--- config.mk ---
export PLATFORM = sky130hd
export DESIGN_NAME = xoshiro256ss_generator_flat
export DESIGN_NICKNAME = d
export VERILOG_FILES = /design/src/rtl/core/xo_pkg.sv /design/src/rtl/core/xo_if.sv /design/src/rtl/core/xoshiro256ss_generator.sv /design/src/rtl/core/xo_mul.sv /design/src/rtl/core/xo_div.sv /design/src/flat_wrapper.sv
export SDC_FILE = /design/constraint.sdc
export NUM_CORES = 2
export LEC_CHECK = 0
export BUFFER_PORTS_ARGS = -buffer_cell sky130_fd_sc_hd__buf_2
export CAP_MARGIN = 40
export CORE_MARGIN = 1
export CORE_UTILIZATION = 35
export DETAILED_ROUTE_END_ITERATION = 6
export GPL_TIMING_DRIVEN = 0
export PLACE_DENSITY_LB_ADDON = 0.08
export SKIP_CTS_REPAIR_TIMING = 1
export SYNTH_ARGS = -nofsm -noshare
export SYNTH_HDL_FRONTEND = slang
export SYNTH_SLANG_ARGS = --single-unit
--- constraint.sdc ---
create_clock -name clk -period 10.49 [get_ports clk]
set_input_delay 2.098 -clock clk [delete_from_list [all_inputs] [get_ports clk]]
set_output_delay 2.098 -clock clk [all_outputs]
set_load 0.02 [all_outputs]
--- src/rtl/core/xo_pkg.sv ---
`timescale 1ns / 1ps
`default_nettype none
package xo_pkg;
	localparam logic [1:0] OP_RESEED  = 2'd0;
	localparam logic [1:0] OP_RAW     = 2'd1;
	localparam logic [1:0] OP_BOUNDED = 2'd2;
	localparam logic [1:0] OP_UNUSED  = 2'd3;

	localparam logic [63:0] GOLDEN_GAMMA = 64'h9e3779b97f4a7c15;
	localparam logic [63:0] MIX_MUL_A    = 64'hbf58476d1ce4e5b9;
	localparam logic [63:0] MIX_MUL_B    = 64'h94d049bb133111eb;

	typedef struct packed {
		logic [1:0]  opcode;
		logic [63:0] seed_value;
		logic [63:0] draw_bound;
	} xo_req_t;

	typedef struct packed {
		logic [63:0] random_value;
	} xo_rsp_t;

	// shared multiplier request and answer
	typedef struct packed {
		logic        start;
		logic [63:0] a;
		logic [63:0] b;
	} xo_mul_req_t;

	typedef struct packed {
		logic        done;
		logic [63:0] p;
	} xo_mul_rsp_t;

	// shared divider request and answer
	typedef struct packed {
		logic        start;
		logic [63:0] n;
		logic [63:0] d;
	} xo_div_req_t;

	typedef struct packed {
		logic        done;
		logic [63:0] r;
	} xo_div_rsp_t;
endpackage
`default_nettype wire

--- src/rtl/core/xo_if.sv ---
`timescale 1ns / 1ps
`default_nettype none
interface xo_req_if;
	logic            valid;
	logic            ready;
	xo_pkg::xo_req_t payload;
	modport source (output valid, output payload, input ready);
	modport sink (input valid, input payload, output ready);
endinterface

interface xo_rsp_if;
	logic            valid;
	logic            ready;
	xo_pkg::xo_rsp_t payload;
	modport source (output valid, output payload, input ready);
	modport sink (input valid, input payload, output ready);
endinterface
`default_nettype wire

--- src/rtl/core/xoshiro256ss_generator.sv ---
`timescale 1ns / 1ps
`default_nettype none
// xoshiro256** generator with splitmix64 reseeding.
// Channels: req (opcode, seed_value, draw_bound) in, rsp (random_value) out,
// both valid/ready; a transfer happens when valid and ready are high together.
// One command at a time: req.ready is high only while the sequencer is idle.
// Steps per command, from the command transfer to result valid:
//   raw draw      two passes through the multiplier
//   reseed        eight multiplies, two per splitmix step
//   bounded draw  divider for the limit, a raw draw repeated while it is
//                 rejected, then the divider again for the final remainder
//   zero bound / unused opcode: straight to the result register
// Commands do not overlap: the next command is accepted only after the
// result transfers.
// The multiplier handles 16 bits of one operand per cycle and the divider one
// bit per cycle.
// Reset: the state words load the splitmix64 expansion of seed zero.
// Result is held in an output register; the sequencer waits while the
// receiver stalls and takes the next command after the result transfers.
module xoshiro256ss_generator (
	input wire logic  clk,
	input wire logic  arst_n,
	xo_req_if.sink    req,
	xo_rsp_if.source  rsp
);
	localparam logic [3:0] ST_IDLE  = 4'd0;
	localparam logic [3:0] ST_SM1   = 4'd1;
	localparam logic [3:0] ST_SM2   = 4'd2;
	localparam logic [3:0] ST_SMFIN = 4'd3;
	localparam logic [3:0] ST_RAW1  = 4'd4;
	localparam logic [3:0] ST_RAW2  = 4'd5;
	localparam logic [3:0] ST_LIMIT = 4'd6;
	localparam logic [3:0] ST_MOD   = 4'd7;
	localparam logic [3:0] ST_OUT   = 4'd8;

	// splitmix64 expansion of seed zero
	localparam logic [63:0] INIT_W0 = 64'he220a8397b1dcdaf;
	localparam logic [63:0] INIT_W1 = 64'h6e789e6aa1b965f4;
	localparam logic [63:0] INIT_W2 = 64'h06c45d188009454f;
	localparam logic [63:0] INIT_W3 = 64'hf88bb8a8724c81ec;

	logic [3:0]  state_q;
	logic [63:0] w_q [4];
	logic [63:0] sm_q;
	logic [1:0]  idx_q;
	logic [1:0]  op_q;
	logic [63:0] bound_q;
	logic [63:0] limit_q;
	logic [63:0] draw_q;
	logic [63:0] out_q;
	logic        out_valid_q;
	logic        mstart;
	logic [63:0] ma;
	logic [63:0] mb;
	logic        dstart;
	logic [63:0] dn;
	logic [63:0] dd;
	logic [63:0] z30;
	logic [63:0] z27;
	logic [63:0] rot7;
	logic [63:0] t17;
	logic [63:0] n2;
	logic [63:0] n3;
	xo_pkg::xo_mul_req_t mreq;
	xo_pkg::xo_mul_rsp_t mrsp;
	xo_pkg::xo_div_req_t dreq;
	xo_pkg::xo_div_rsp_t drsp;

	assign mreq = '{start: mstart, a: ma, b: mb};
	assign dreq = '{start: dstart, n: dn, d: dd};

	xo_mul u_mul (.clk(clk), .arst_n(arst_n), .req(mreq), .rsp(mrsp));
	xo_div u_div (.clk(clk), .arst_n(arst_n), .req(dreq), .rsp(drsp));

	assign req.ready         = (state_q == ST_IDLE) && !out_valid_q;
	assign rsp.valid         = out_valid_q;
	assign rsp.payload.random_value = out_q;

	// mixing and state-update helpers
	assign z30  = mrsp.p ^ (mrsp.p >> 27);
	assign z27  = mrsp.p ^ (mrsp.p >> 31);
	assign rot7 = {mrsp.p[56:0], mrsp.p[63:57]};
	assign t17  = w_q[1] << 17;
	assign n2   = w_q[2] ^ w_q[0];
	assign n3   = w_q[3] ^ w_q[1];

	// start the shared units for the step being entered
	always_comb begin
		mstart = 1'b0;
		ma     = '0;
		mb     = '0;
		dstart = 1'b0;
		dn     = '0;
		dd     = bound_q;
		case (state_q)
			ST_IDLE: begin
				if (req.valid && req.ready) begin
					ma = req.payload.seed_value + xo_pkg::GOLDEN_GAMMA;
					ma = ma ^ (ma >> 30);
					mb = xo_pkg::MIX_MUL_A;
					mstart = (req.payload.opcode == xo_pkg::OP_RESEED);
					if (req.payload.opcode == xo_pkg::OP_RAW) begin
						ma = w_q[1];
						mb = 64'd5;
						mstart = 1'b1;
					end
					if (req.payload.opcode == xo_pkg::OP_BOUNDED &&
					    req.payload.draw_bound != 64'd0) begin
						dn = 64'd0 - req.payload.draw_bound;
						dd = req.payload.draw_bound;
						dstart = 1'b1;
					end
				end
			end
			ST_SM1: begin
				if (mrsp.done) begin
					ma = z30;
					mb = xo_pkg::MIX_MUL_B;
					mstart = 1'b1;
				end
			end
			ST_SM2: begin
				if (mrsp.done && idx_q != 2'd3) begin
					ma = (sm_q + xo_pkg::GOLDEN_GAMMA) ^
					     ((sm_q + xo_pkg::GOLDEN_GAMMA) >> 30);
					mb = xo_pkg::MIX_MUL_A;
					mstart = 1'b1;
				end
			end
			ST_RAW1: begin
				if (mrsp.done) begin
					ma = rot7;
					mb = 64'd9;
					mstart = 1'b1;
				end
			end
			ST_LIMIT: begin
				if (drsp.done) begin
					ma = w_q[1];
					mb = 64'd5;
					mstart = 1'b1;
				end
			end
			ST_RAW2: begin
				if (mrsp.done && op_q == xo_pkg::OP_BOUNDED) begin
					if (mrsp.p < limit_q) begin
						ma = w_q[1] ^ n2;
						mb = 64'd5;
						mstart = 1'b1;
					end else begin
						dn = mrsp.p;
						dstart = 1'b1;
					end
				end
			end
			default: ;
		endcase
	end

	// sequencer
	always_ff @(posedge clk or negedge arst_n) begin
		if (!arst_n) begin
			state_q     <= ST_IDLE;
			out_valid_q <= 1'b0;
			idx_q       <= '0;
			op_q        <= '0;
			w_q[0]      <= INIT_W0;
			w_q[1]      <= INIT_W1;
			w_q[2]      <= INIT_W2;
			w_q[3]      <= INIT_W3;
		end else begin
			if (rsp.valid && rsp.ready)
				out_valid_q <= 1'b0;
			case (state_q)
				ST_IDLE: begin
					if (req.valid && req.ready) begin
						op_q    <= req.payload.opcode;
						bound_q <= req.payload.draw_bound;
						sm_q    <= req.payload.seed_value + xo_pkg::GOLDEN_GAMMA;
						idx_q   <= '0;
						out_q   <= '0;
						case (req.payload.opcode)
							xo_pkg::OP_RESEED: state_q <= ST_SM1;
							xo_pkg::OP_RAW:    state_q <= ST_RAW1;
							xo_pkg::OP_BOUNDED:
								state_q <= (req.payload.draw_bound == 64'd0) ?
								           ST_OUT : ST_LIMIT;
							default:           state_q <= ST_OUT;
						endcase
					end
				end
				ST_SM1: begin
					if (mrsp.done)
						state_q <= ST_SM2;
				end
				ST_SM2: begin
					if (mrsp.done) begin
						w_q[idx_q] <= z27;
						idx_q      <= idx_q + 2'd1;
						sm_q       <= sm_q + xo_pkg::GOLDEN_GAMMA;
						state_q    <= (idx_q == 2'd3) ? ST_SMFIN : ST_SM1;
					end
				end
				ST_SMFIN: begin
					// all-zero state gets word 0 forced to one
					if ((w_q[0] | w_q[1] | w_q[2] | w_q[3]) == 64'd0)
						w_q[0] <= 64'd1;
					state_q <= ST_OUT;
				end
				ST_LIMIT: begin
					if (drsp.done) begin
						limit_q <= drsp.r;
						state_q <= ST_RAW1;
					end
				end
				ST_RAW1: begin
					if (mrsp.done)
						state_q <= ST_RAW2;
				end
				ST_RAW2: begin
					if (mrsp.done) begin
						// advance the state words
						w_q[2] <= n2 ^ t17;
						w_q[3] <= {n3[18:0], n3[63:19]};
						w_q[1] <= w_q[1] ^ n2;
						w_q[0] <= w_q[0] ^ n3;
						draw_q <= mrsp.p;
						if (op_q != xo_pkg::OP_BOUNDED) begin
							out_q   <= mrsp.p;
							state_q <= ST_OUT;
						end else if (mrsp.p < limit_q) begin
							state_q <= ST_RAW1;
						end else begin
							state_q <= ST_MOD;
						end
					end
				end
				ST_MOD: begin
					if (drsp.done) begin
						out_q   <= drsp.r;
						state_q <= ST_OUT;
					end
				end
				ST_OUT: begin
					out_valid_q <= 1'b1;
					state_q     <= ST_IDLE;
				end
				default: state_q <= ST_IDLE;
			endcase
		end
	end

	// result register holds while the receiver stalls
	a_hold: assert property (@(posedge clk) disable iff (!arst_n)
		rsp.valid && !rsp.ready |=> rsp.valid && $stable(out_q))
		else $error("result changed under stall");
	a_no_accept_busy: assert property (@(posedge clk) disable iff (!arst_n)
		state_q != ST_IDLE |-> !req.ready)
		else $error("ready while busy");
	a_draw_kept: assert property (@(posedge clk) disable iff (!arst_n)
		state_q == ST_MOD |-> draw_q >= limit_q)
		else $error("rejected draw reduced");
endmodule
`default_nettype wire

--- src/rtl/core/xo_mul.sv ---
`timescale 1ns / 1ps
`default_nettype none
// 64x64 low-half product, one 16x64 partial product per cycle
module xo_mul (
	input  wire logic            clk,
	input  wire logic            arst_n,
	input  xo_pkg::xo_mul_req_t  req,
	output xo_pkg::xo_mul_rsp_t  rsp
);
	logic [63:0] a_q;
	logic [63:0] b_q;
	logic [63:0] acc_q;
	logic [2:0]  cnt_q;
	logic        busy_q;
	logic [79:0] part;

	// one 16-bit slice of b times a
	assign part = a_q * {64'd0, b_q[15:0]};

	always_ff @(posedge clk or negedge arst_n) begin
		if (!arst_n) begin
			busy_q <= 1'b0;
			cnt_q  <= '0;
		end else if (req.start) begin
			busy_q <= 1'b1;
			cnt_q  <= '0;
		end else if (busy_q) begin
			cnt_q <= cnt_q + 3'd1;
			if (cnt_q == 3'd3)
				busy_q <= 1'b0;
		end
	end

	// accumulate and advance operand slices
	always_ff @(posedge clk) begin
		if (req.start) begin
			a_q   <= req.a;
			b_q   <= req.b;
			acc_q <= '0;
		end else if (busy_q) begin
			acc_q <= acc_q + part[63:0];
			a_q   <= a_q << 16;
			b_q   <= b_q >> 16;
		end
	end

	assign rsp.done = busy_q && (cnt_q == 3'd3);
	assign rsp.p    = acc_q + part[63:0];
endmodule
`default_nettype wire

--- src/rtl/core/xo_div.sv ---
`timescale 1ns / 1ps
`default_nettype none
// 64-bit restoring remainder, one quotient bit per cycle
module xo_div (
	input  wire logic            clk,
	input  wire logic            arst_n,
	input  xo_pkg::xo_div_req_t  req,
	output xo_pkg::xo_div_rsp_t  rsp
);
	logic [63:0] n_q;
	logic [63:0] d_q;
	logic [64:0] r_q;
	logic [6:0]  cnt_q;
	logic        busy_q;
	logic [64:0] shifted;
	logic [64:0] diff;

	assign shifted = {r_q[63:0], n_q[63]};
	assign diff    = shifted - {1'b0, d_q};

	always_ff @(posedge clk or negedge arst_n) begin
		if (!arst_n) begin
			busy_q <= 1'b0;
			cnt_q  <= '0;
		end else if (req.start) begin
			busy_q <= 1'b1;
			cnt_q  <= '0;
		end else if (busy_q) begin
			cnt_q <= cnt_q + 7'd1;
			if (cnt_q == 7'd63)
				busy_q <= 1'b0;
		end
	end

	// shift in one dividend bit, subtract when it fits
	always_ff @(posedge clk) begin
		if (req.start) begin
			n_q <= req.n;
			d_q <= req.d;
			r_q <= '0;
		end else if (busy_q) begin
			n_q <= n_q << 1;
			r_q <= diff[64] ? shifted : diff;
		end
	end

	assign rsp.done = busy_q && (cnt_q == 7'd63);
	assign rsp.r    = diff[64] ? shifted[63:0] : diff[63:0];
endmodule
`default_nettype wire

--- src/flat_wrapper.sv ---
// flat-port wrapper written by rule: the top's interface ports become plain ports
module xoshiro256ss_generator_flat 
  (clk, arst_n, req_valid, req_payload, req_ready, rsp_valid, rsp_payload, rsp_ready);
  xo_req_if req_i ();
  xo_rsp_if rsp_i ();
  input wire logic clk;
  input wire logic arst_n;
  input wire logic [$bits(req_i.valid)-1:0] req_valid;
  input wire logic [$bits(req_i.payload)-1:0] req_payload;
  output wire logic [$bits(req_i.ready)-1:0] req_ready;
  output wire logic [$bits(rsp_i.valid)-1:0] rsp_valid;
  output wire logic [$bits(rsp_i.payload)-1:0] rsp_payload;
  input wire logic [$bits(rsp_i.ready)-1:0] rsp_ready;
  assign req_i.valid = req_valid;
  assign req_i.payload = req_payload;
  assign req_ready = req_i.ready;
  assign rsp_valid = rsp_i.valid;
  assign rsp_payload = rsp_i.payload;
  assign rsp_i.ready = rsp_ready;
  xoshiro256ss_generator u_core (.clk(clk), .arst_n(arst_n), .req(req_i), .rsp(rsp_i));
endmodule
==> results.py <==
metrics = {
    "sta": {
        "skew_ns": 0.0481,
        "clock.fmax_mhz": 88.4,
        "tightest_slew_ns": 1.20,
        "setup_viol": 337,
        "slew_headroom_pct": 19.8,
        "fin_crit_ns": 11.31,
        "timing.final.crit_share_pct": 108,
        "worst_slack_ns": -0.822,
        "hold_viol_final": 0,
        "timing.final.max_slew_violations": 0,
        "rsz0062_at_grt": "yes",
    },
    "worst_setup_path": {
        "cp.arrival_ns": 11.73,
        "crit_path_frequent_cell": "fa_1",
        "slowest_delay_ns": 0.92,
        "critPathMaxFanout": 9,
        "worstSetupEndpointType": "register",
        "required_ns": 10.91,
        "crit_type": "reg -> reg",
        "crit_path_top_delay_cell": "a222oi_1",
        "crit_path_start_kind": "register",
    },
    "global_route": {
        "gr-usage-all-layers_pct": 36.5,
        "grt_pass1_wl_um": 603000,
        "antenna_found_initial": 43,
        "first_global_vias": 74223,
        "grt_start_max_net_pins": 102,
        "gr-total-overflow": 0,
    },
    "clocking": {
        "h-tree-depth": 3,
        "clk_pin_slew_ns": 0.06,
        "cts_root_buffer": "clkbuf_16",
        "clock_path_buffers": 3,
        "cts_tree": "built",
        "insertion_delay_ns": 0.79,
        "cts_buffers": 106,
        "cts_sinks": 892,
    },
    "die": {
        "boundaryPins": 200,
        "start_util_pct": 35.4,
        "dieWidth_um": 488,
        "die_area_um2": 238000,
        "die_h_um": 488,
        "core_area_um2": 234000,
        "num_rows": 177,
    },
    "final_layout": {
        "fillers": 23334,
        "area_growth_pct": 21.9,
        "drive_gt1_share_pct": 16.2,
        "fin_area_um2": 101000,
        "fin_nets": 11290,
    },
    "yosys": {
        "synth_ff_type": "edfxtp_1",
        "synthMostInstantiatedCell": "nand2_1",
        "synth_top_cells_by_count": "1362 x nand2_1, 1286 x inv_1, 815 x fa_1",
        "synth-seq-cells": 892,
        "synth_edf_count": 487,
        "synthCells": 9311,
        "ys_seq_area_share_pct": 29.4,
        "synth_top_cell_by_area": "fa_1",
        "synthArstFlopShare_pct": 31.1,
        "ys_warn_count": 0,
        "synth_area_um2": 82600,
        "synth_area_leaders": "fa_1 20%, edfxtp_1 18%, nand2_1 6.2%, inv_1 5.8%, dfrtp_1 4.7%",
        "ys_types": 99,
        "yosysTopAreaCellShare_pct": 19.8,
        "syn_nets": 10497,
        "syn_area_per_cell_um2": 8.87,
    },
    "worst_hold_path": {
        "hp-class": "reg -> reg",
    },
    "detailed_routing": {
        "ant_nets": 0,
        "wl_um": 443000,
        "drc": 12,
        "vias_per_cell": 5.72,
        "drtIter0Drc": 7885,
        "vias": 76262,
        "detail_route.wl_per_cell_um": 33.2,
        "firstDrtPassIters": 7,
    },
    "place": {
        "portBuffers": 198,
        "gp_congestion": 1.03,
        "placed_cell_area_um2": 90900,
        "place_hpwl_um": 361000,
    },
    "flow_run": {
        "drv_cap": 0,
    },
    "run_status": {
        "violations": "DRC, setup timing",
        "status": "finished, violations left",
    },
}
critical path: cells and delay by family, from the launching register on:
kind | cells | cell delay, ns
buf+inv | 13 | 2.01
compound gates | 5 | 2.04
xor+xnor | 1 | 0.20
flops | 1 | 0.51
simple gates | 11 | 2.37
fa+ha+maj | 8 | 3.73
cell usage in the layout, fill, tap and decap left out, types with 61 or more instances in the layout:
cell type and instances:
buf_8 83, a211oi_1 74, nor4_1 92, inv_1 1266, fa_1 805, o22ai_1 63, nor3_1 111, xnor2_1 352
a221o_1 61, ha_1 203, buf_12 86, buf_2 250, o21ai_0 432, edfxtp_1 487, nand3_1 65, buf_6 119
a21o_1 94, clkbuf_1 329, buf_4 287, clkbuf_16 122, nand2_1 1344, nor2_1 554, a21oi_1 442, dfxtp_1 128
xor2_1 281, mux2i_1 112, and2_1 280, dfrtp_1 156, dfstp_2 121
cell families after synthesis:
family                   Yosys count  synth area share (%)
AND/OR/NAND/NOR                 2834                  15.5
buffers and inverters           1875                  8.60
AO/OA/AOI/OAI                   1862                  14.5
adder cells (fa/ha/maj)         1052                  23.3
flip-flops                       892                  29.4
XOR/XNOR                         675                  7.18
multiplexers                     121                  1.48
through the flow:
step / utilization (%) / setup WS, ns / setup TNS, ns / instances / hold WS [ns]
CTS: 40.4 / -4.81 / -1454.91 / 13090 / 0.476
detailed placement: 38.9 / -4.77 / -1440.00 / 12889 / 0.461
finish: 43.1 / -0.822 / -105.12 / 13334 / 0.479
global route: 43.1 / -0.765 / -116.93 / 13330 / 0.486
global placement: 37.5 / -8.88 / -3817.89 / 12641 / 0.454
floorplan: - / 0.570 / 0 / 9311 / 0.438
sequential cells by signal (all words and copies together), names as in the netlist, 3 cells and up:
register,flops
u_core.bound_q,64
u_core.limit_q,64
u_core.rsp.payload,64
u_core.sm_q,64
u_core.state_q,4
u_core.t17,47
u_core.u_div.cnt_q,7
u_core.u_div.d_q,64
u_core.u_div.n_q,64
u_core.u_div.r_q,64
u_core.u_mul.a_q,64
u_core.u_mul.acc_q,64
u_core.u_mul.b_q,39
u_core.u_mul.cnt_q,3
u_core.w_q,209
layer usage:
layer | up-vias | wire [um] | global-route usage, %
met2 | 3819 | 198000 | 57.1
met5 | - | 126 | 0
met4 | 20 | 28500 | 19.5
met1 | 38953 | 180000 | 47.5
met3 | 1039 | 36400 | 7.16
li1 | 32431 | - | -
final timing paths:
| path | start | to | slack [ns] | depth (start not counted) |
|---|---|---|---|---|
| setup / recovery | u_core.u_mul.b_q[7]$_DFFE_PP_ | u_core.u_mul.a_q[54]$_DFFE_PP_ | -0.82 | 38 |
| hold / removal | u_core.op_q[1]$_DFFE_PN0P_ | u_core.op_q[1]$_DFFE_PN0P_ | 0.48 | 2 |
| setup reg to reg | u_core.u_mul.b_q[7]$_DFFE_PP_ | u_core.u_mul.a_q[54]$_DFFE_PP_ | -0.82 | 38 |
| hold reg to reg | u_core.op_q[1]$_DFFE_PN0P_ | u_core.op_q[1]$_DFFE_PN0P_ | 0.48 | 2 |
| max in group asynchronous | arst_n | u_core.t17[34]$_DFFE_PN0P_ | 7.97 | 2 |
| min in group asynchronous | arst_n | u_core.w_q[40]$_DFFE_PN0P_ | 1.36 | 1 |
area by class of cell:
class,instances,area (um^2),area share (%)
Antenna cell,5,12.5,0.0124
Buffer,550,3330,3.30
Clock buffer,147,2920,2.90
Clock inverter,54,584,0.580
Inverter,1288,4860,4.83
Multi-Input combinational cell,6545,53800,53.4
Sequential cell,892,24300,24.1
Tap cell,3132,3920,3.89
Timing Repair Buffer,721,7050,7.00
Power is not shown: default switching activity piles up to over one toggle a cycle in this logic, so the estimate is an artifact.
